## config.mk

```make
export PLATFORM = sky130hd
export DESIGN_NAME = ust_queue
export DESIGN_NICKNAME = d
export VERILOG_FILES = /design/src/ust_pkg.sv /design/src/ust_queue.sv
export SDC_FILE = /design/constraint.sdc
export NUM_CORES = 1
export LEC_CHECK = 0
export ABC_AREA = 1
export BUFFER_PORTS_ARGS = -buffer_cell sky130_fd_sc_hd__buf_2
export CAP_MARGIN = 0
export CORE_UTILIZATION = 44
export DETAILED_ROUTE_END_ITERATION = 8
export MAX_ROUTING_LAYER = met4
export PLACE_DENSITY = 0.66
export SLEW_MARGIN = 15
export SYNTH_ARGS = -nofsm -noshare
export SYNTH_HDL_FRONTEND = slang
export SYNTH_SLANG_ARGS = --single-unit
export TNS_END_PERCENT = 30
```

## constraint.sdc

```tcl
create_clock -name clk -period 2.5 [get_ports clk]
set_input_delay 0.5 -clock clk [delete_from_list [all_inputs] [get_ports clk]]
set_output_delay 0.5 -clock clk [all_outputs]
set_load 0.02 [all_outputs]
```

## src/ust_pkg.sv

```systemverilog
// Shared types, constants and helper functions for the UV sphere tessellator.
// Used by every module under src; it depends on nothing else.
package ust_pkg;

	// Mesh limits and coordinate format.
	localparam int SLICE_MAX  = 256;
	localparam int STACK_MAX  = 256;
	localparam int COORD_BITS = 16;
	localparam int CFG_W      = 9;
	localparam int CFG_IDX_W  = 2;
	localparam int IDX_W      = 17;
	localparam int VIDX_W     = 16;
	localparam int RING_W     = $clog2(STACK_MAX);
	localparam int COL_W      = $clog2(SLICE_MAX);
	localparam int NUM_W      = RING_W + COL_W;

	// Register indexes of the configuration port.
	localparam logic [CFG_IDX_W-1:0] REG_SLICE = 2'd0;
	localparam logic [CFG_IDX_W-1:0] REG_STACK = 2'd1;
	localparam logic [CFG_W-1:0] SLICE_RESET = 9'd16;
	localparam logic [CFG_W-1:0] STACK_RESET = 9'd8;

	// Request codes.
	localparam logic REQ_VERTEX = 1'b0;

	// Phase division and CORDIC.
	localparam int PHASE_W      = 32;
	localparam int NUMER_W      = PHASE_W + COL_W;
	localparam int CORDIC_STEPS = 24;
	localparam int CW           = 34;
	localparam int MUL_W        = 32;
	localparam logic signed [CW-1:0] CORDIC_START = 34'sd652032874;
	localparam int ROUND_SH     = 60 - (COORD_BITS - 1);

	localparam int QUEUE_DEPTH = 4;

	typedef enum logic [2:0] {
		KIND_ERR,
		KIND_TOP,
		KIND_BOT,
		KIND_RING,
		KIND_CAP,
		KIND_QUAD
	} kind_t;

	typedef struct packed {
		logic             req_type;
		logic [IDX_W-1:0] item_index;
	} req_t;

	typedef struct packed {
		logic signed [COORD_BITS-1:0] pos_x;
		logic signed [COORD_BITS-1:0] pos_y;
		logic signed [COORD_BITS-1:0] pos_z;
		logic [VIDX_W-1:0]            corner_a;
		logic [VIDX_W-1:0]            corner_b;
		logic [VIDX_W-1:0]            corner_c;
		logic                         index_error;
	} rsp_t;

	// One classified item on its way from the front end to the back end.
	typedef struct packed {
		kind_t             kind;
		logic [RING_W-1:0] ring;
		logic [COL_W-1:0]  col;
		logic [VIDX_W-1:0] a;
		logic [VIDX_W-1:0] b;
		logic [VIDX_W-1:0] c;
	} work_t;

	// Arctangent of 2^-i as a fraction of a full turn, rounded to nearest.
	function automatic logic [PHASE_W-1:0] atan_phase(input int i);
		logic [PHASE_W-1:0] p;
		unique case (i)
			0:  p = 32'h20000000;
			1:  p = 32'h12E4051E;
			2:  p = 32'h09FB385B;
			3:  p = 32'h051111D4;
			4:  p = 32'h028B0D43;
			5:  p = 32'h0145D7E1;
			6:  p = 32'h00A2F61E;
			7:  p = 32'h00517C55;
			8:  p = 32'h0028BE53;
			9:  p = 32'h00145F2F;
			10: p = 32'h000A2F98;
			11: p = 32'h000517CC;
			12: p = 32'h00028BE6;
			13: p = 32'h000145F3;
			14: p = 32'h0000A2FA;
			15: p = 32'h0000517D;
			16: p = 32'h000028BE;
			17: p = 32'h0000145F;
			18: p = 32'h00000A30;
			19: p = 32'h00000518;
			20: p = 32'h0000028C;
			21: p = 32'h00000146;
			22: p = 32'h000000A3;
			23: p = 32'h00000051;
			default: p = '0;
		endcase
		return p;
	endfunction

	// One restoring division step: returns {quotient bit, new remainder}.
	// The remainder is always below the divisor, which is at most 256.
	function automatic logic [COL_W:0] div_step(input logic [COL_W-1:0] rem,
		input logic nb, input logic [CFG_W-1:0] d);
		logic [COL_W:0] t;
		logic [COL_W:0] r;
		t = {rem, nb};
		if (t >= d) begin
			r = t - d;
			return {1'b1, r[COL_W-1:0]};
		end
		return {1'b0, t[COL_W-1:0]};
	endfunction

	// Round a Q.60 product half up to the coordinate format and saturate.
	function automatic logic signed [COORD_BITS-1:0] coord_round(
		input logic signed [63:0] v);
		logic signed [63:0] s;
		logic signed [63-ROUND_SH:0] r;
		s = v + (64'sd1 <<< (ROUND_SH - 1));
		r = s[63:ROUND_SH];
		if (r > $signed((64-ROUND_SH)'((1 << (COORD_BITS - 1)) - 1)))
			return {1'b0, {(COORD_BITS-1){1'b1}}};
		if (r < -$signed((64-ROUND_SH)'(1 << (COORD_BITS - 1))))
			return {1'b1, {(COORD_BITS-1){1'b0}}};
		return r[COORD_BITS-1:0];
	endfunction

endpackage

```

## src/ust_queue.sv

```systemverilog
// Short queue between the front end and the back end of the tessellator.
// Register storage with read and write pointers; uses ust_pkg.
module ust_queue (
	input  logic           clk,
	input  logic           arst_n,
	input  logic           push,
	input  ust_pkg::work_t push_data,
	input  logic           pop,
	output ust_pkg::work_t pop_data,
	output logic           full,
	output logic           nonempty
);
	import ust_pkg::*;

	localparam int PTR_W = $clog2(QUEUE_DEPTH);
	localparam int CNT_W = PTR_W + 1;

	work_t mem_q [0:QUEUE_DEPTH-1];
	logic [PTR_W-1:0] wr_ptr_q, rd_ptr_q;
	logic [CNT_W-1:0] count_q;

	assign full     = (count_q == CNT_W'(QUEUE_DEPTH));
	assign nonempty = (count_q != '0);
	assign pop_data = mem_q[rd_ptr_q];

	// Pointers and fill count.
	always_ff @(posedge clk or negedge arst_n) begin
		if (!arst_n) begin
			wr_ptr_q <= '0;
			rd_ptr_q <= '0;
			count_q  <= '0;
		end else begin
			if (push) begin
				wr_ptr_q <= wr_ptr_q + 1'b1;
			end
			if (pop) begin
				rd_ptr_q <= rd_ptr_q + 1'b1;
			end
			if (push && !pop) begin
				count_q <= count_q + 1'b1;
			end else if (pop && !push) begin
				count_q <= count_q - 1'b1;
			end
		end
	end

	// Storage.
	always_ff @(posedge clk) begin
		if (push) begin
			mem_q[wr_ptr_q] <= push_data;
		end
	end

`ifndef ASSERT_OFF
	a_no_overflow: assert property (@(posedge clk) disable iff (!arst_n)
		push |-> (!full || pop))
		else $error("queue written while full");
	a_no_underflow: assert property (@(posedge clk) disable iff (!arst_n)
		pop |-> nonempty)
		else $error("queue read while empty");
	a_count_up: assert property (@(posedge clk) disable iff (!arst_n)
		(push && !pop) |=> (count_q == $past(count_q) + 1'b1))
		else $error("queue count did not rise on a write");
	a_count_max: assert property (@(posedge clk) disable iff (!arst_n)
		count_q <= CNT_W'(QUEUE_DEPTH))
		else $error("queue count beyond depth");
`endif

endmodule

```

==> run_summary.xml <==
<?xml version="1.0" encoding="UTF-8"?>
<metrics>
  <group name="logic_synthesis">
    <metric name="dominant_combinational_cell_family_by_area_after_synthesis" unit="">compound AO/OA/AOI/OAI gates</metric>
    <metric name="netlist-cell-type-count" unit="">20</metric>
    <metric name="synthesized_cell_area" unit="um2">11600</metric>
    <metric name="synthesis.area_per_instance" unit="um2">14.0</metric>
    <metric name="synth_simple_gate_area_frac" unit="">0.0711</metric>
    <metric name="synth_cells" unit="">831</metric>
    <metric name="synth_fa_ha_area_frac" unit="">0.00710</metric>
    <metric name="syn_nets" unit="">908</metric>
    <metric name="flip_flop_and_latch_count_after_synthesis" unit="">275</metric>
    <metric name="ys.warnings.count" unit="">0</metric>
    <metric name="synth_compound_area_frac" unit="">0.128</metric>
    <metric name="ys_seq_area_frac" unit="">0.707</metric>
    <metric name="yosys.area_share.xor_xnor" unit="">0.00301</metric>
    <metric name="muxShareOfSynthArea" unit="">0</metric>
  </group>
  <group name="worst_setup_path">
    <metric name="crit_path_cell_trace" unit="">buf_12, o211ai_2, nand2_1, buf_2</metric>
    <metric name="endpoint_kind" unit="">output port</metric>
    <metric name="timing.critical_path.arrival" unit="ps">1920</metric>
    <metric name="cp_slowest_cell" unit="">sky130_fd_sc_hd__dfrtp_4</metric>
    <metric name="cpPeakStageDelay" unit="ps">460</metric>
    <metric name="critical_path_class" unit="">reg -&gt; out</metric>
    <metric name="setup.worst_path.start_class" unit="">flip-flop</metric>
    <metric name="worstPathMaxFanout" unit="">67</metric>
    <metric name="cp.required" unit="ps">2000</metric>
  </group>
  <group name="drt">
    <metric name="via_count" unit="">6434</metric>
    <metric name="route.detailed.vias_per_inst" unit="">4.83</metric>
    <metric name="drt_pre_antenna_iters" unit="">4</metric>
    <metric name="drt-wirelength-per-cell" unit="um">16.0</metric>
    <metric name="dr.first_iter.drc_count" unit="">414</metric>
    <metric name="remaining_routing_drc_violations" unit="">0</metric>
    <metric name="antenna_left" unit="">0</metric>
    <metric name="total_length_of_routed_wires" unit="um">21300</metric>
  </group>
  <group name="cts">
    <metric name="cts.clk_slew.worst_paths" unit="ps">60</metric>
    <metric name="clk_latency" unit="ps">530</metric>
    <metric name="cts.htree.levels" unit="">1</metric>
    <metric name="tritoncts.num_buffers" unit="">29</metric>
    <metric name="clock_tree.buffer_depth" unit="">3</metric>
    <metric name="clk_root_buffer_cell" unit="">sky130_fd_sc_hd__clkbuf_16</metric>
    <metric name="clock_sink_count" unit="">275</metric>
    <metric name="cts_tree" unit="">done</metric>
  </group>
  <group name="timing">
    <metric name="worst_clock_skew" unit="ps">5.71</metric>
    <metric name="rsz0062_at_grt" unit="">true</metric>
    <metric name="min_period_over_period" unit="">0.969</metric>
    <metric name="fmax" unit="MHz">413</metric>
    <metric name="period_minus_slack" unit="ps">2420</metric>
    <metric name="tightest_slew" unit="ps">512</metric>
    <metric name="finalWorstSetupSlack" unit="ps">76.8</metric>
    <metric name="timing.slew.headroom" unit="">0.659</metric>
    <metric name="final-max-slew-violation-count" unit="">0</metric>
    <metric name="timing.hold.ws" unit="ps">185</metric>
    <metric name="setup_viol" unit="">0</metric>
    <metric name="hold_violations" unit="">0</metric>
  </group>
  <group name="outcome">
    <metric name="outcome" unit="">complete, no violations</metric>
  </group>
  <group name="global_route">
    <metric name="grt_first_pass_wirelength" unit="um">33000</metric>
    <metric name="antenna_found_initial" unit="">3</metric>
    <metric name="grt_use_total" unit="">0.163</metric>
    <metric name="vias_in_the_first_global_route" unit="">6258</metric>
    <metric name="grt-ovfl-total" unit="">0</metric>
    <metric name="grt_start_max_net_pins" unit="">84</metric>
  </group>
  <group name="placed_design">
    <metric name="preCtsSetupSlack" unit="ps">543</metric>
    <metric name="numPortBuffers" unit="">139</metric>
    <metric name="routabilityCongestion" unit="">0.713</metric>
    <metric name="post-dp-hpwl" unit="um">12300</metric>
  </group>
  <group name="pwr">
    <metric name="design_power_total" unit="W">0.0166</metric>
    <metric name="power.net_switching" unit="W">0.00628</metric>
    <metric name="power.share.clock" unit="">0.231</metric>
    <metric name="switching_share" unit="">0.378</metric>
    <metric name="ir_drop" unit="mV">0.895</metric>
    <metric name="power_density" unit="nW/um2">1230</metric>
    <metric name="power_frac_comb" unit="">0.389</metric>
    <metric name="static-leakage-power" unit="nW">5.47</metric>
    <metric name="cellInternalPower" unit="W">0.0103</metric>
    <metric name="sequential_cell_fraction_of_total_power" unit="">0.381</metric>
  </group>
  <group name="die">
    <metric name="area_enclosed_by_the_die_boundary" unit="um2">27100</metric>
    <metric name="std_cell_rows" unit="">59</metric>
    <metric name="initial_utilization" unit="">0.448</metric>
    <metric name="placeableCoreArea" unit="um2">26000</metric>
    <metric name="die-width" unit="um">165</metric>
    <metric name="die_y" unit="um">165</metric>
    <metric name="top_level_ports" unit="">140</metric>
  </group>
  <group name="cells_and_area">
    <metric name="fin_nets" unit="">1049</metric>
    <metric name="final_layout_size_suffix_gt1_frac" unit="">0.299</metric>
    <metric name="layout.cells.most_common_list" unit="">sky130_fd_sc_hd__edfxtp_1, sky130_fd_sc_hd__nand2_1, sky130_fd_sc_hd__inv_1</metric>
    <metric name="layout_filler_cell_count" unit="">2222</metric>
    <metric name="flow.area_growth_from_synthesis" unit="%">16.0</metric>
    <metric name="layout.cells.most_common" unit="">sky130_fd_sc_hd__edfxtp_1</metric>
  </group>
  <group name="hold_path">
    <metric name="timing.hold.worst.class" unit="">in -&gt; reg</metric>
  </group>
  <group name="job">
    <metric name="drv_cap" unit="">0</metric>
  </group>
</metrics>
-- metal layers --
layer,part of all wire,wire length [um],vias to the layer above,global-route usage
li1,-,-,3177,-
met1,0.44,9380,3073,0.210
met2,0.49,10400,149,0.266
met3,0.048,1030,35,0.0269
met4,0.020,435,0,0.0480
met5,0,0,-,-
-- metrics by stage --
stage / cell area, um2 / instances / util / TNS (ps)
final: 13500 / 1332 / 0.519 / 0
after global placement: 12600 / 1275 / 0.485 / 0
after floorplan: 11600 / 831 / - / -2360
after CTS: 13500 / 1329 / 0.519 / 0
after detailed placement: 12600 / 1275 / 0.485 / 0
after global routing: 13500 / 1332 / 0.519 / -29.7
-- path summary, 6_finish.rpt --
check,startpoint,to,slack (ps),cells past startpoint
worst max-delay path,rd_ptr_q[1],pop_data[61],80,4
worst min-delay path,push_data[4],mem_q[2][4],180,1
worst max register to register,wr_ptr_q[0],mem_q[2][28],710,5
worst min register to register,count_q[2],count_q[2],480,2
max in group asynchronous,arst_n,rd_ptr_q[0],1940,2
min in group asynchronous,arst_n,count_q[1],350,2
-- sequential cells by signal, summed over array words and instances (netlist names) --
signal	count
mem_q	268
count_q	3
wr_ptr_q	2
rd_ptr_q	2
-- timing repair --
action / CTS / global route
gates resized for setup: 2 / 2
setup endpoints to repair: 8 / 6
setup buffers: 0 / 0
hold endpoints to repair: 7 / 0
pin swaps: 0 / 1
hold buffers: 1 / 0
-- critical path: cells and delay by family, from the launching register on --
kind / cells / cell delay (ps)
buffers and inverters: 2 / 600
DFF: 1 / 460
AOI/OAI and AO/OA: 1 / 190
and+or+nand+nor: 1 / 110
-- power by group through the flow --
stage               Combinational [W]  Clock, W  Sequential, W
global placement              0.00648         0        0.00639
detailed placement            0.00655         0        0.00642
CTS                           0.00659   0.00394        0.00633
finish                        0.00645   0.00383        0.00633
floorplan                     0.00493         0        0.00636
global route                  0.00705   0.00414        0.00640
-- area by class of cell --
class                           instances  area [um2]  area share
Sequential cell                       275        8230       0.610
Multi-Input combinational cell        364        2430       0.180
Timing Repair Buffer                  156         978      0.0725
Clock buffer                           36         772      0.0572
Inverter                              146         566      0.0419
Tap cell                              335         419      0.0311
Clock inverter                         17        87.6     0.00649
Antenna cell                            3        7.51    0.000556
-- logic make-up (layout without fill, tap and decap cells) --
| kind of cell | after synthesis | after routing |
|---|---|---|
| buffers and inverters | 192 | 355 |
| and+or+nand+nor | 219 | 219 |
| DFF | 275 | 275 |
| adders and majority gates | 6 | 6 |
| other | 0 | 3 |
| xor gates and xnor gates | 4 | 4 |
| AOI/OAI and AO/OA | 135 | 135 |
-- synth_stat cells (all sizes together) --
cell type | n | area (um2)
buf | 45 | 423
clkbuf | 1 | 3.75
dfrtp | 7 | 175
edfxtp | 268 | 8050
fa | 1 | 20.0
ha | 5 | 62.6
inv | 146 | 551
nand2 | 215 | 807
nand3 | 1 | 5.00
nand4 | 1 | 6.26
nor2 | 1 | 3.75
nor3 | 1 | 5.00
o211ai | 134 | 1480
o21ai | 1 | 5.00
xnor2 | 1 | 8.76
xor2 | 3 | 26.3
No activity file was read; power rests on OpenSTA's default activity.
