**config.mk**
```make
export PLATFORM = sky130hd
export DESIGN_NAME = ust_front
export DESIGN_NICKNAME = d
export VERILOG_FILES = /design/src/ust_pkg.sv /design/src/ust_front.sv
export SDC_FILE = /design/constraint.sdc
export NUM_CORES = 1
export LEC_CHECK = 0
export BUFFER_PORTS_ARGS = -buffer_cell sky130_fd_sc_hd__buf_2
export CORE_MARGIN = 10
export CORE_UTILIZATION = 30
export CTS_BUF_LIST = sky130_fd_sc_hd__clkbuf_2 sky130_fd_sc_hd__clkbuf_4 sky130_fd_sc_hd__clkbuf_8
export DETAILED_ROUTE_END_ITERATION = 10
export PLACE_DENSITY = 0.46
export SLEW_MARGIN = 20
export SYNTH_ARGS = -nofsm -noshare
export SYNTH_HDL_FRONTEND = slang
export SYNTH_SLANG_ARGS = --single-unit
export TNS_END_PERCENT = 100
```
**constraint.sdc**
```tcl
create_clock -name clk -period 18.9 [get_ports clk]
set_input_delay 1.89 -clock clk [delete_from_list [all_inputs] [get_ports clk]]
set_output_delay 1.89 -clock clk [all_outputs]
set_load 0.1 [all_outputs]
```
**src/ust_pkg.sv**
```systemverilog
// Shared types, constants and helper functions for the UV sphere tessellator.
// Used by every module under src; it depends on nothing else.
package ust_pkg;

	// Mesh limits and coordinate format.
	localparam int SLICE_MAX  = 256;
	localparam int STACK_MAX  = 256;
	localparam int COORD_BITS = 16;
	localparam int CFG_W      = 9;
	localparam int CFG_IDX_W  = 2;
	localparam int IDX_W      = 17;
	localparam int VIDX_W     = 16;
	localparam int RING_W     = $clog2(STACK_MAX);
	localparam int COL_W      = $clog2(SLICE_MAX);
	localparam int NUM_W      = RING_W + COL_W;

	// Register indexes of the configuration port.
	localparam logic [CFG_IDX_W-1:0] REG_SLICE = 2'd0;
	localparam logic [CFG_IDX_W-1:0] REG_STACK = 2'd1;
	localparam logic [CFG_W-1:0] SLICE_RESET = 9'd16;
	localparam logic [CFG_W-1:0] STACK_RESET = 9'd8;

	// Request codes.
	localparam logic REQ_VERTEX = 1'b0;

	// Phase division and CORDIC.
	localparam int PHASE_W      = 32;
	localparam int NUMER_W      = PHASE_W + COL_W;
	localparam int CORDIC_STEPS = 24;
	localparam int CW           = 34;
	localparam int MUL_W        = 32;
	localparam logic signed [CW-1:0] CORDIC_START = 34'sd652032874;
	localparam int ROUND_SH     = 60 - (COORD_BITS - 1);

	localparam int QUEUE_DEPTH = 4;

	typedef enum logic [2:0] {
		KIND_ERR,
		KIND_TOP,
		KIND_BOT,
		KIND_RING,
		KIND_CAP,
		KIND_QUAD
	} kind_t;

	typedef struct packed {
		logic             req_type;
		logic [IDX_W-1:0] item_index;
	} req_t;

	typedef struct packed {
		logic signed [COORD_BITS-1:0] pos_x;
		logic signed [COORD_BITS-1:0] pos_y;
		logic signed [COORD_BITS-1:0] pos_z;
		logic [VIDX_W-1:0]            corner_a;
		logic [VIDX_W-1:0]            corner_b;
		logic [VIDX_W-1:0]            corner_c;
		logic                         index_error;
	} rsp_t;

	// One classified item on its way from the front end to the back end.
	typedef struct packed {
		kind_t             kind;
		logic [RING_W-1:0] ring;
		logic [COL_W-1:0]  col;
		logic [VIDX_W-1:0] a;
		logic [VIDX_W-1:0] b;
		logic [VIDX_W-1:0] c;
	} work_t;

	// Arctangent of 2^-i as a fraction of a full turn, rounded to nearest.
	function automatic logic [PHASE_W-1:0] atan_phase(input int i);
		logic [PHASE_W-1:0] p;
		unique case (i)
			0:  p = 32'h20000000;
			1:  p = 32'h12E4051E;
			2:  p = 32'h09FB385B;
			3:  p = 32'h051111D4;
			4:  p = 32'h028B0D43;
			5:  p = 32'h0145D7E1;
			6:  p = 32'h00A2F61E;
			7:  p = 32'h00517C55;
			8:  p = 32'h0028BE53;
			9:  p = 32'h00145F2F;
			10: p = 32'h000A2F98;
			11: p = 32'h000517CC;
			12: p = 32'h00028BE6;
			13: p = 32'h000145F3;
			14: p = 32'h0000A2FA;
			15: p = 32'h0000517D;
			16: p = 32'h000028BE;
			17: p = 32'h0000145F;
			18: p = 32'h00000A30;
			19: p = 32'h00000518;
			20: p = 32'h0000028C;
			21: p = 32'h00000146;
			22: p = 32'h000000A3;
			23: p = 32'h00000051;
			default: p = '0;
		endcase
		return p;
	endfunction

	// One restoring division step: returns {quotient bit, new remainder}.
	// The remainder is always below the divisor, which is at most 256.
	function automatic logic [COL_W:0] div_step(input logic [COL_W-1:0] rem,
		input logic nb, input logic [CFG_W-1:0] d);
		logic [COL_W:0] t;
		logic [COL_W:0] r;
		t = {rem, nb};
		if (t >= d) begin
			r = t - d;
			return {1'b1, r[COL_W-1:0]};
		end
		return {1'b0, t[COL_W-1:0]};
	endfunction

	// Round a Q.60 product half up to the coordinate format and saturate.
	function automatic logic signed [COORD_BITS-1:0] coord_round(
		input logic signed [63:0] v);
		logic signed [63:0] s;
		logic signed [63-ROUND_SH:0] r;
		s = v + (64'sd1 <<< (ROUND_SH - 1));
		r = s[63:ROUND_SH];
		if (r > $signed((64-ROUND_SH)'((1 << (COORD_BITS - 1)) - 1)))
			return {1'b0, {(COORD_BITS-1){1'b1}}};
		if (r < -$signed((64-ROUND_SH)'(1 << (COORD_BITS - 1))))
			return {1'b1, {(COORD_BITS-1){1'b0}}};
		return r[COORD_BITS-1:0];
	endfunction

endpackage

```
**src/ust_front.sv**
```systemverilog
// Front end: accepts requests, classifies them, splits the index into ring and
// column with an 8-step pipelined divider and forms triangle corners. Uses ust_pkg.
module ust_front (
	input  logic                  clk,
	input  logic                  arst_n,
	input  logic                  in_valid,
	output logic                  in_stall,
	input  ust_pkg::req_t         in_data,
	input  logic [ust_pkg::CFG_W-1:0] slices,
	input  logic [ust_pkg::CFG_W-1:0] stacks,
	input  logic                  q_full,
	output logic                  push,
	output ust_pkg::work_t        push_data
);
	import ust_pkg::*;

	localparam int DSTEPS = RING_W;

	logic en;
	logic fo_vld_s;
	work_t fo_s;

	// Stage 1: request and vertex count.
	logic v_s1;
	req_t req_s1;
	logic [IDX_W-1:0] nv_s1;
	logic [IDX_W-1:0] nv_c;

	// Division stages carry the classification along.
	logic [DSTEPS:0] dv_vld_s;
	kind_t kind_s [0:DSTEPS];
	logic par_s [0:DSTEPS];
	logic [IDX_W-1:0] nv_s [0:DSTEPS];
	logic [COL_W-1:0] rem_s [0:DSTEPS];
	logic [COL_W-1:0] low_s [0:DSTEPS];
	logic [RING_W-1:0] quo_s [0:DSTEPS];

	kind_t kind_c;
	logic [NUM_W-1:0] num_c;
	logic [IDX_W-1:0] two_s_c;
	logic [IDX_W:0] tri_total_c;

	assign en       = !fo_vld_s || !q_full;
	assign in_stall = !en;
	assign push     = fo_vld_s && !q_full;
	assign push_data = fo_s;

	assign nv_c = IDX_W'({8'd0, slices} * {8'd0, stacks - 9'd1}) + 17'd2;

	always_ff @(posedge clk or negedge arst_n) begin
		if (!arst_n) begin
			v_s1     <= 1'b0;
			dv_vld_s <= '0;
			fo_vld_s <= 1'b0;
		end else if (en) begin
			v_s1     <= in_valid;
			dv_vld_s <= {dv_vld_s[DSTEPS-1:0], v_s1};
			fo_vld_s <= dv_vld_s[DSTEPS];
		end
	end

	always_ff @(posedge clk) begin
		if (en) begin
			req_s1 <= in_data;
			nv_s1  <= nv_c;
		end
	end

	// Classify the request and pick the dividend.
	always_comb begin
		two_s_c     = IDX_W'({slices, 1'b0});
		tri_total_c = {nv_s1 - 17'd2, 1'b0};
		kind_c      = KIND_ERR;
		num_c       = '0;
		if (req_s1.req_type == REQ_VERTEX) begin
			priority if (req_s1.item_index >= nv_s1) begin
				kind_c = KIND_ERR;
			end else if (req_s1.item_index == '0) begin
				kind_c = KIND_TOP;
			end else if (req_s1.item_index == nv_s1 - 17'd1) begin
				kind_c = KIND_BOT;
			end else begin
				kind_c = KIND_RING;
				num_c  = NUM_W'(req_s1.item_index - 17'd1);
			end
		end else begin
			priority if (req_s1.item_index < two_s_c) begin
				kind_c = KIND_CAP;
				num_c  = NUM_W'(req_s1.item_index >> 1);
			end else if ({1'b0, req_s1.item_index} < tri_total_c) begin
				kind_c = KIND_QUAD;
				num_c  = NUM_W'((req_s1.item_index - two_s_c) >> 1);
			end else begin
				kind_c = KIND_ERR;
			end
		end
	end

	always_ff @(posedge clk) begin
		if (en) begin
			kind_s[0] <= kind_c;
			par_s[0]  <= req_s1.item_index[0];
			nv_s[0]   <= nv_s1;
			rem_s[0]  <= num_c[NUM_W-1:COL_W];
			low_s[0]  <= num_c[COL_W-1:0];
			quo_s[0]  <= '0;
		end
	end

	// One quotient bit per stage: ring = num / S, column = num % S.
	for (genvar k = 1; k <= DSTEPS; k++) begin : g_div
		logic [COL_W:0] st;
		assign st = div_step(rem_s[k-1], low_s[k-1][COL_W-1], slices);
		always_ff @(posedge clk) begin
			if (en) begin
				kind_s[k] <= kind_s[k-1];
				par_s[k]  <= par_s[k-1];
				nv_s[k]   <= nv_s[k-1];
				rem_s[k]  <= st[COL_W-1:0];
				low_s[k]  <= low_s[k-1] << 1;
				quo_s[k]  <= {quo_s[k-1][RING_W-2:0], st[COL_W]};
			end
		end
	end

	// Triangle corners from ring and column.
	logic [CFG_W-1:0] r1_c, nx_c;
	logic [VIDX_W-1:0] base_c, j0_c, j1_c, rem16_c, nx16_c;
	work_t fo_c;

	always_comb begin
		r1_c    = {1'b0, rem_s[DSTEPS]} + 9'd1;
		nx_c    = (r1_c == slices) ? '0 : r1_c;
		rem16_c = VIDX_W'(rem_s[DSTEPS]);
		nx16_c  = VIDX_W'(nx_c);
		base_c  = VIDX_W'(nv_s[DSTEPS] - 17'd1 - IDX_W'(slices));
		j0_c    = VIDX_W'({8'd0, quo_s[DSTEPS]} * {7'd0, slices}) + 16'd1;
		j1_c    = j0_c + VIDX_W'(slices);
		fo_c.kind = kind_s[DSTEPS];
		fo_c.ring = quo_s[DSTEPS];
		fo_c.col  = rem_s[DSTEPS];
		fo_c.a    = '0;
		fo_c.b    = '0;
		fo_c.c    = '0;
		unique case (kind_s[DSTEPS])
			KIND_CAP: begin
				if (!par_s[DSTEPS]) begin
					fo_c.b = nx16_c + 16'd1;
					fo_c.c = VIDX_W'(r1_c);
				end else begin
					fo_c.a = VIDX_W'(nv_s[DSTEPS] - 17'd1);
					fo_c.b = rem16_c + base_c;
					fo_c.c = nx16_c + base_c;
				end
			end
			KIND_QUAD: begin
				fo_c.a = j0_c + rem16_c;
				if (!par_s[DSTEPS]) begin
					fo_c.b = j0_c + nx16_c;
					fo_c.c = j1_c + nx16_c;
				end else begin
					fo_c.b = j1_c + nx16_c;
					fo_c.c = j1_c + rem16_c;
				end
			end
			default: begin
			end
		endcase
	end

	always_ff @(posedge clk) begin
		if (en) begin
			fo_s <= fo_c;
		end
	end

endmodule

```
==> results.cfg, run 1 <==
[logic_synthesis]
synth-edff-count = 426
yosysWarnings = 0
synth_cell_type_count = 92
syn-num-nets = 2970
synth-main-ff-cell = edfxtp_1
ys_async_sr_fraction_pct = 2.52
ys_ff_latch = 437
synthCells = 2559
netlist_area_um2 = 29200
synth_seq_area_share_pct = 44.8
syn_area_per_cell_um2 = 11.4

[cells_and_area]
drive_gt1_share_pct = 12.9
final_nets = 3128
final_design_area_no_fill_um2 = 33100
synthToLayoutAreaGrowth_pct = 13.3
fin_util_pct = 34.3

[sta]
fmax_mhz = 118
period_minus_slack_ns = 8.51
slew_viol_final = 0
worst_slew_pin_slew_ns = 1.07
skew_ns = 0.0746
slew_headroom_pct = 28.8
hold_violations = 0
period_share_pct = 45.0
holdWs_ns = 0.362
rsz0062_at_grt = no
tns_ns = 0
setup_viol = 0

[drt]
num_vias = 19500
wl_mm = 78.4
drcViolationCount = 0
drt-initial-drc-count = 1240
vias_per_cell = 4.81
routedWlPerCell_um = 19.3
dr.pass1.iters = 5
postRouteAntennaNets = 0

[run_status]
status = completed

[floorplan]
die_h_um = 332
die_x_um = 332
coreArea_um2 = 96600
die_area_um2 = 110000
initial_core_util_pct = 30.2
num_rows = 114
pin_count = 109

[global_route]
grt_util_all_layers_pct = 14.0
overflow = 0
grt_pass1_vias = 20400
grt_pass1_wl_mm = 121
antenna_found_initial = 6
grt_max_degree = 79

[setup_path]
required_ns = 19.37
rr_worst_depth = 26
worstReg2RegStart = quo_s[0][71]$_DFFE_PN_
reg2reg_to = push_data[15]$_DFFE_PN_
arrival_ns = 8.98
start_kind = primary input
critPathKind = in -> reg
rrSetupSlack_ns = 11.59
end_kind = flop
crit_fanout = 29

[clocking]
post_cts_buffers = 0
cts_hold_buf = 0
cts_tree = done
cts_resized = 0
insertion_delay_ns = 0.76
numCtsBuffers = 83
clk_pin_slew_worst_paths_ns = 0.06
ctsLongestPathBuffers = 3
h-tree-depth = 3
cts.sinks = 437
root_buffer = clkbuf_8

[place]
gp_congestion = 0.875
hpwl_mm = 58.9
placed_cell_area_um2 = 31300
io_buffer_count = 108

[worst_hold_path]
hold_class = reg -> reg
hold-path-cell-count = 0
hold_start = nv_s[0][111]$_DFFE_PN_
hold_path_end = nv_s[0][128]$_DFFE_PN_

[flow_run]
cap_violations = 0
==> per-layer routing <==
metal	wire length (um)	GRT usage, %	vias up
met4	2820	5.72	2
met1	33700	17.0	9489
li1	-	-	9506
met3	3520	2.51	129
met5	13	0	-
met2	38300	24.0	409
==> cell families after synthesis <==
logic type,count (synthesis),synth area share (%)
xor gates and xnor gates,252,7.59
and+or+nand+nor,677,11.7
DFF,437,44.8
muxes,87,3.23
adders and majority gates,371,18.7
buffers and inverters,287,3.78
AOI/OAI and AO/OA,448,10.3
==> worst max path at each step <==
stage	cells after the start	end	start
final	28	push_data[15]$_DFFE_PN_	slices[0]
after floorplan	3	in_stall	q_full
after detailed placement	28	push_data[15]$_DFFE_PN_	slices[0]
after CTS	28	push_data[15]$_DFFE_PN_	slices[0]
after global placement	28	push_data[15]$_DFFE_PN_	slices[0]
after global routing	28	push_data[15]$_DFFE_PN_	slices[0]
==> cells in the final DEF (no fill, tap or decap), drive strengths merged, types with 10 or more instances in the layout <==
cell type / instances
or3: 13
o21bai: 11
dfrtp: 11
nand4: 26
o221ai: 11
nor4: 13
o21ai: 94
nor2: 183
edfxtp: 426
clkbuf: 103
nor3: 51
a21oi: 95
a21boi: 25
o22ai: 40
nor2b: 38
xor2: 92
mux2i: 29
and3: 15
and2: 71
a21o: 54
a211o: 10
xnor2: 160
a211oi: 17
ha: 264
mux2: 58
nand2: 160
nand2b: 37
buf: 130
nand3: 34
inv: 232
clkinv: 30
fa: 107
o21a: 23
==> layout make-up <==
class                      instances  area, um^2
sequential                       437       13100
clock inverter                    42         499
fill                            9634       63500
inverter                         230         863
clock buffer                     103        1290
multi-input combinational       1835       15000
antenna                            8        20.0
tap                             1276        1600
timing repair buffer             130         706
==> worst max-delay path: stages <==
cell	delay, ns
buf_2	0.08
buf_4	0.46
nand2_1	0.16
fa_1	0.54
fa_1	0.56
inv_1	0.06
fa_1	0.54
inv_1	0.06
fa_1	0.54
inv_1	0.05
ha_1	0.38
o211ai_1	0.13
a21oi_2	0.23
nor2_1	0.09
xnor2_1	0.44
ha_1	0.40
nand3_1	0.11
nand2_1	0.08
a211oi_1	0.37
nand2_1	0.15
inv_1	0.09
ha_1	0.25
a21oi_1	0.40
o21ai_0	0.24
and2_1	0.27
nand3b_1	0.11
xor2_1	0.18
o22ai_2	0.10
==> synth_stat cells (29+ instances only) <==
cell	instances	area, um^2
edfxtp_1	426	12800
ha_1	264	3300
inv_1	227	852
nor2_1	182	683
nand2_1	159	597
xnor2_1	159	1390
fa_1	107	2140
a21oi_1	94	470
xor2_1	92	806
o21ai_0	89	445
and2_1	71	444
mux2_2	58	653
a21o_1	54	405
nor3_1	47	235
clkbuf_1	43	161
o22ai_1	39	244
nor2b_1	38	238
nand2b_1	37	231
nand3_1	33	165
mux2i_1	29	290
==> sequential cells by signal, summed over array words and instances (netlist names) <==
| name | flops |
|---|---|
| quo_s | 36 |
| rem_s | 72 |
| low_s | 36 |
| par_s | 9 |
| push_data | 67 |
| dv_vld_s | 9 |
| req_s1 | 18 |
| nv_s1 | 17 |
| nv_s | 144 |
| kind_s | 27 |
| v_s1 | 1 |
| fo_vld_s | 1 |
==> through the flow <==
step | std cells | setup WS (ns)
finish | 4061 | 10.39
global route | 4056 | 10.04
CTS | 4053 | 10.54
detailed placement | 3908 | 9.69
global placement | 3908 | 9.77
floorplan | 2559 | 0.0818
Power of run 1 is left out: the tool's default activity adds up to more than one toggle a clock period on the data nets, which glitch-free logic cannot reach.
==> inputs of run 2 (changes only) <==
==> constraint.sdc (replaced) <==
create_clock -name clk -period 8.5 [get_ports clk]
set_input_delay 0.85 -clock clk [delete_from_list [all_inputs] [get_ports clk]]
set_output_delay 0.85 -clock clk [all_outputs]
set_load 0.1 [all_outputs]
==> results.cfg, run 2 (same netlist as run 1, synthesis figures left out) <==
[drt]
drcViolationCount = 0
postRouteAntennaNets = 0
wl_mm = 80.0
vias_per_cell = 4.86
routedWlPerCell_um = 19.7
drt-initial-drc-count = 1100
num_vias = 19700
dr.pass1.iters = 5

[floorplan]
pin_count = 109
coreArea_um2 = 96600
die_x_um = 332
die_h_um = 332
num_rows = 114
initial_core_util_pct = 30.2
die_area_um2 = 110000

[clocking]
cts_tree = done
ctsLongestPathBuffers = 3
cts.sinks = 437
insertion_delay_ns = 0.71
h-tree-depth = 3
cts_resized = 0
clk_pin_slew_worst_paths_ns = 0.06
numCtsBuffers = 81
root_buffer = clkbuf_8

[setup_path]
end_kind = flop
crit_fanout = 10
critPathSlowestCell = fa_1
critPathKind = reg -> reg
cpLargestDelayFamily = adder cells
critPathBufInv = 4
required_ns = 8.91
worst_path_largest_cell_delay_ns = 0.56
start_kind = flop
arrival_ns = 7.69

[sta]
worst_slew_pin_slew_ns = 1.06
skew_ns = 0.0473
fmax_mhz = 137
setup_viol = 0
rsz0062_at_grt = no
slew_headroom_pct = 29.4
period_minus_slack_ns = 7.28
tns_ns = 0
hold_violations = 0
slew_viol_final = 0
period_share_pct = 85.7

[place]
io_buffer_count = 108
hpwl_mm = 60.2
dp.cells = 3910
gp_congestion = 0.859

[run_status]
status = completed

[global_route]
grt_pass1_vias = 20500
grt_pass1_wl_mm = 123
use_met1_pct = 17.4
overflow = 0
grt_util_all_layers_pct = 14.3
grt_max_degree = 185
grt_most_used_layer = met2
antenna_found_initial = 6
grt_util_met3_pct = 2.36
grtUsageMet2_pct = 24.8

[flow_run]
cap_violations = 0

[cells_and_area]
final_common_cell = edfxtp_1
synthToLayoutAreaGrowth_pct = 12.8
largest_register_ffs = 144
final_nets = 3129
final_cell_mix = 426 x edfxtp_1, 264 x ha_1, 227 x inv_1
largest_register = nv_s
drive_gt1_share_pct = 12.5
layout.cells.non_filler = 4058

[worst_hold_path]
hold_class = in -> reg
==> run 2: cell types whose count changed in the layout (fill, tap and decap cells not counted), moves of 2 or more <==
cell,change
bufinv_16,-5
clkinv_1,+13
clkinv_2,-6
clkinv_4,-2
diode_2,-5
==> run 2: path summary, 6_finish.rpt <==
path | depth (start not counted) | slack (ns) | endpoint | from
max in group asynchronous | 2 | 7.73 | dv_vld_s[3]$_DFFE_PN0N_ | arst_n
min in group asynchronous | 2 | 0.57 | dv_vld_s[7]$_DFFE_PN0N_ | arst_n
setup / recovery | 26 | 1.22 | push_data[15]$_DFFE_PN_ | quo_s[0][71]$_DFFE_PN_
setup reg to reg | 26 | 1.22 | push_data[15]$_DFFE_PN_ | quo_s[0][71]$_DFFE_PN_
hold / removal | 1 | 0.33 | req_s1[0]$_DFFE_PN_ | in_data[0]
hold reg to reg | 0 | 0.39 | nv_s[0][85]$_DFFE_PN_ | nv_s[0][68]$_DFFE_PN_
==> run 2: worst register-to-register path: cells and delay by family (launching register included) <==
kind | cells | cell delay (ns)
buffers and inverters | 4 | 0.25
adder cells (fa/ha/maj) | 7 | 3.19
XOR/XNOR | 2 | 0.63
AND/OR/NAND/NOR | 7 | 0.93
flip-flops | 1 | 0.55
AO/OA/AOI/OAI | 6 | 1.47
==> run 2: layer usage <==
layer  routed length [um]  up-vias  share of wire (%)
li1                     -     9511                  -
met2                39400      434                 49
met1                34700     9622                 43
met3                 3140      136                3.9
met4                 2770        0                3.5
met5                    0        -                  0
==> run 2: timing repair <==
action / CTS / global route
hold buffers: 1 / 0
setup buffers: 0 / 0
hold endpoints to repair: 11 / 0
==> run 2: area by class of cell <==
type	instances	area, um^2
clock inverters	42	335
well taps	1276	1600
multi-input cells	1835	15000
fillers	9648	63600
clock buffers	102	1280
diodes	3	7.51
inverters	230	863
flip-flops and latches	437	13100
repair buffers	133	743
==> run 2: through the flow <==
step / setup WS (ns) / cell area (um^2) / utilization, % / hold slack (ns)
floorplan: 1.36 / 29200 / - / 0.400
global placement: 0.781 / 31300 / 32.4 / 0.401
detailed placement: 0.626 / 31300 / 32.4 / 0.405
CTS: 1.20 / 32900 / 34.1 / 0.235
global route: 0.794 / 32900 / 34.1 / 0.266
finish: 1.22 / 32900 / 34.1 / 0.334
Power of run 2 is left out for the same reason.
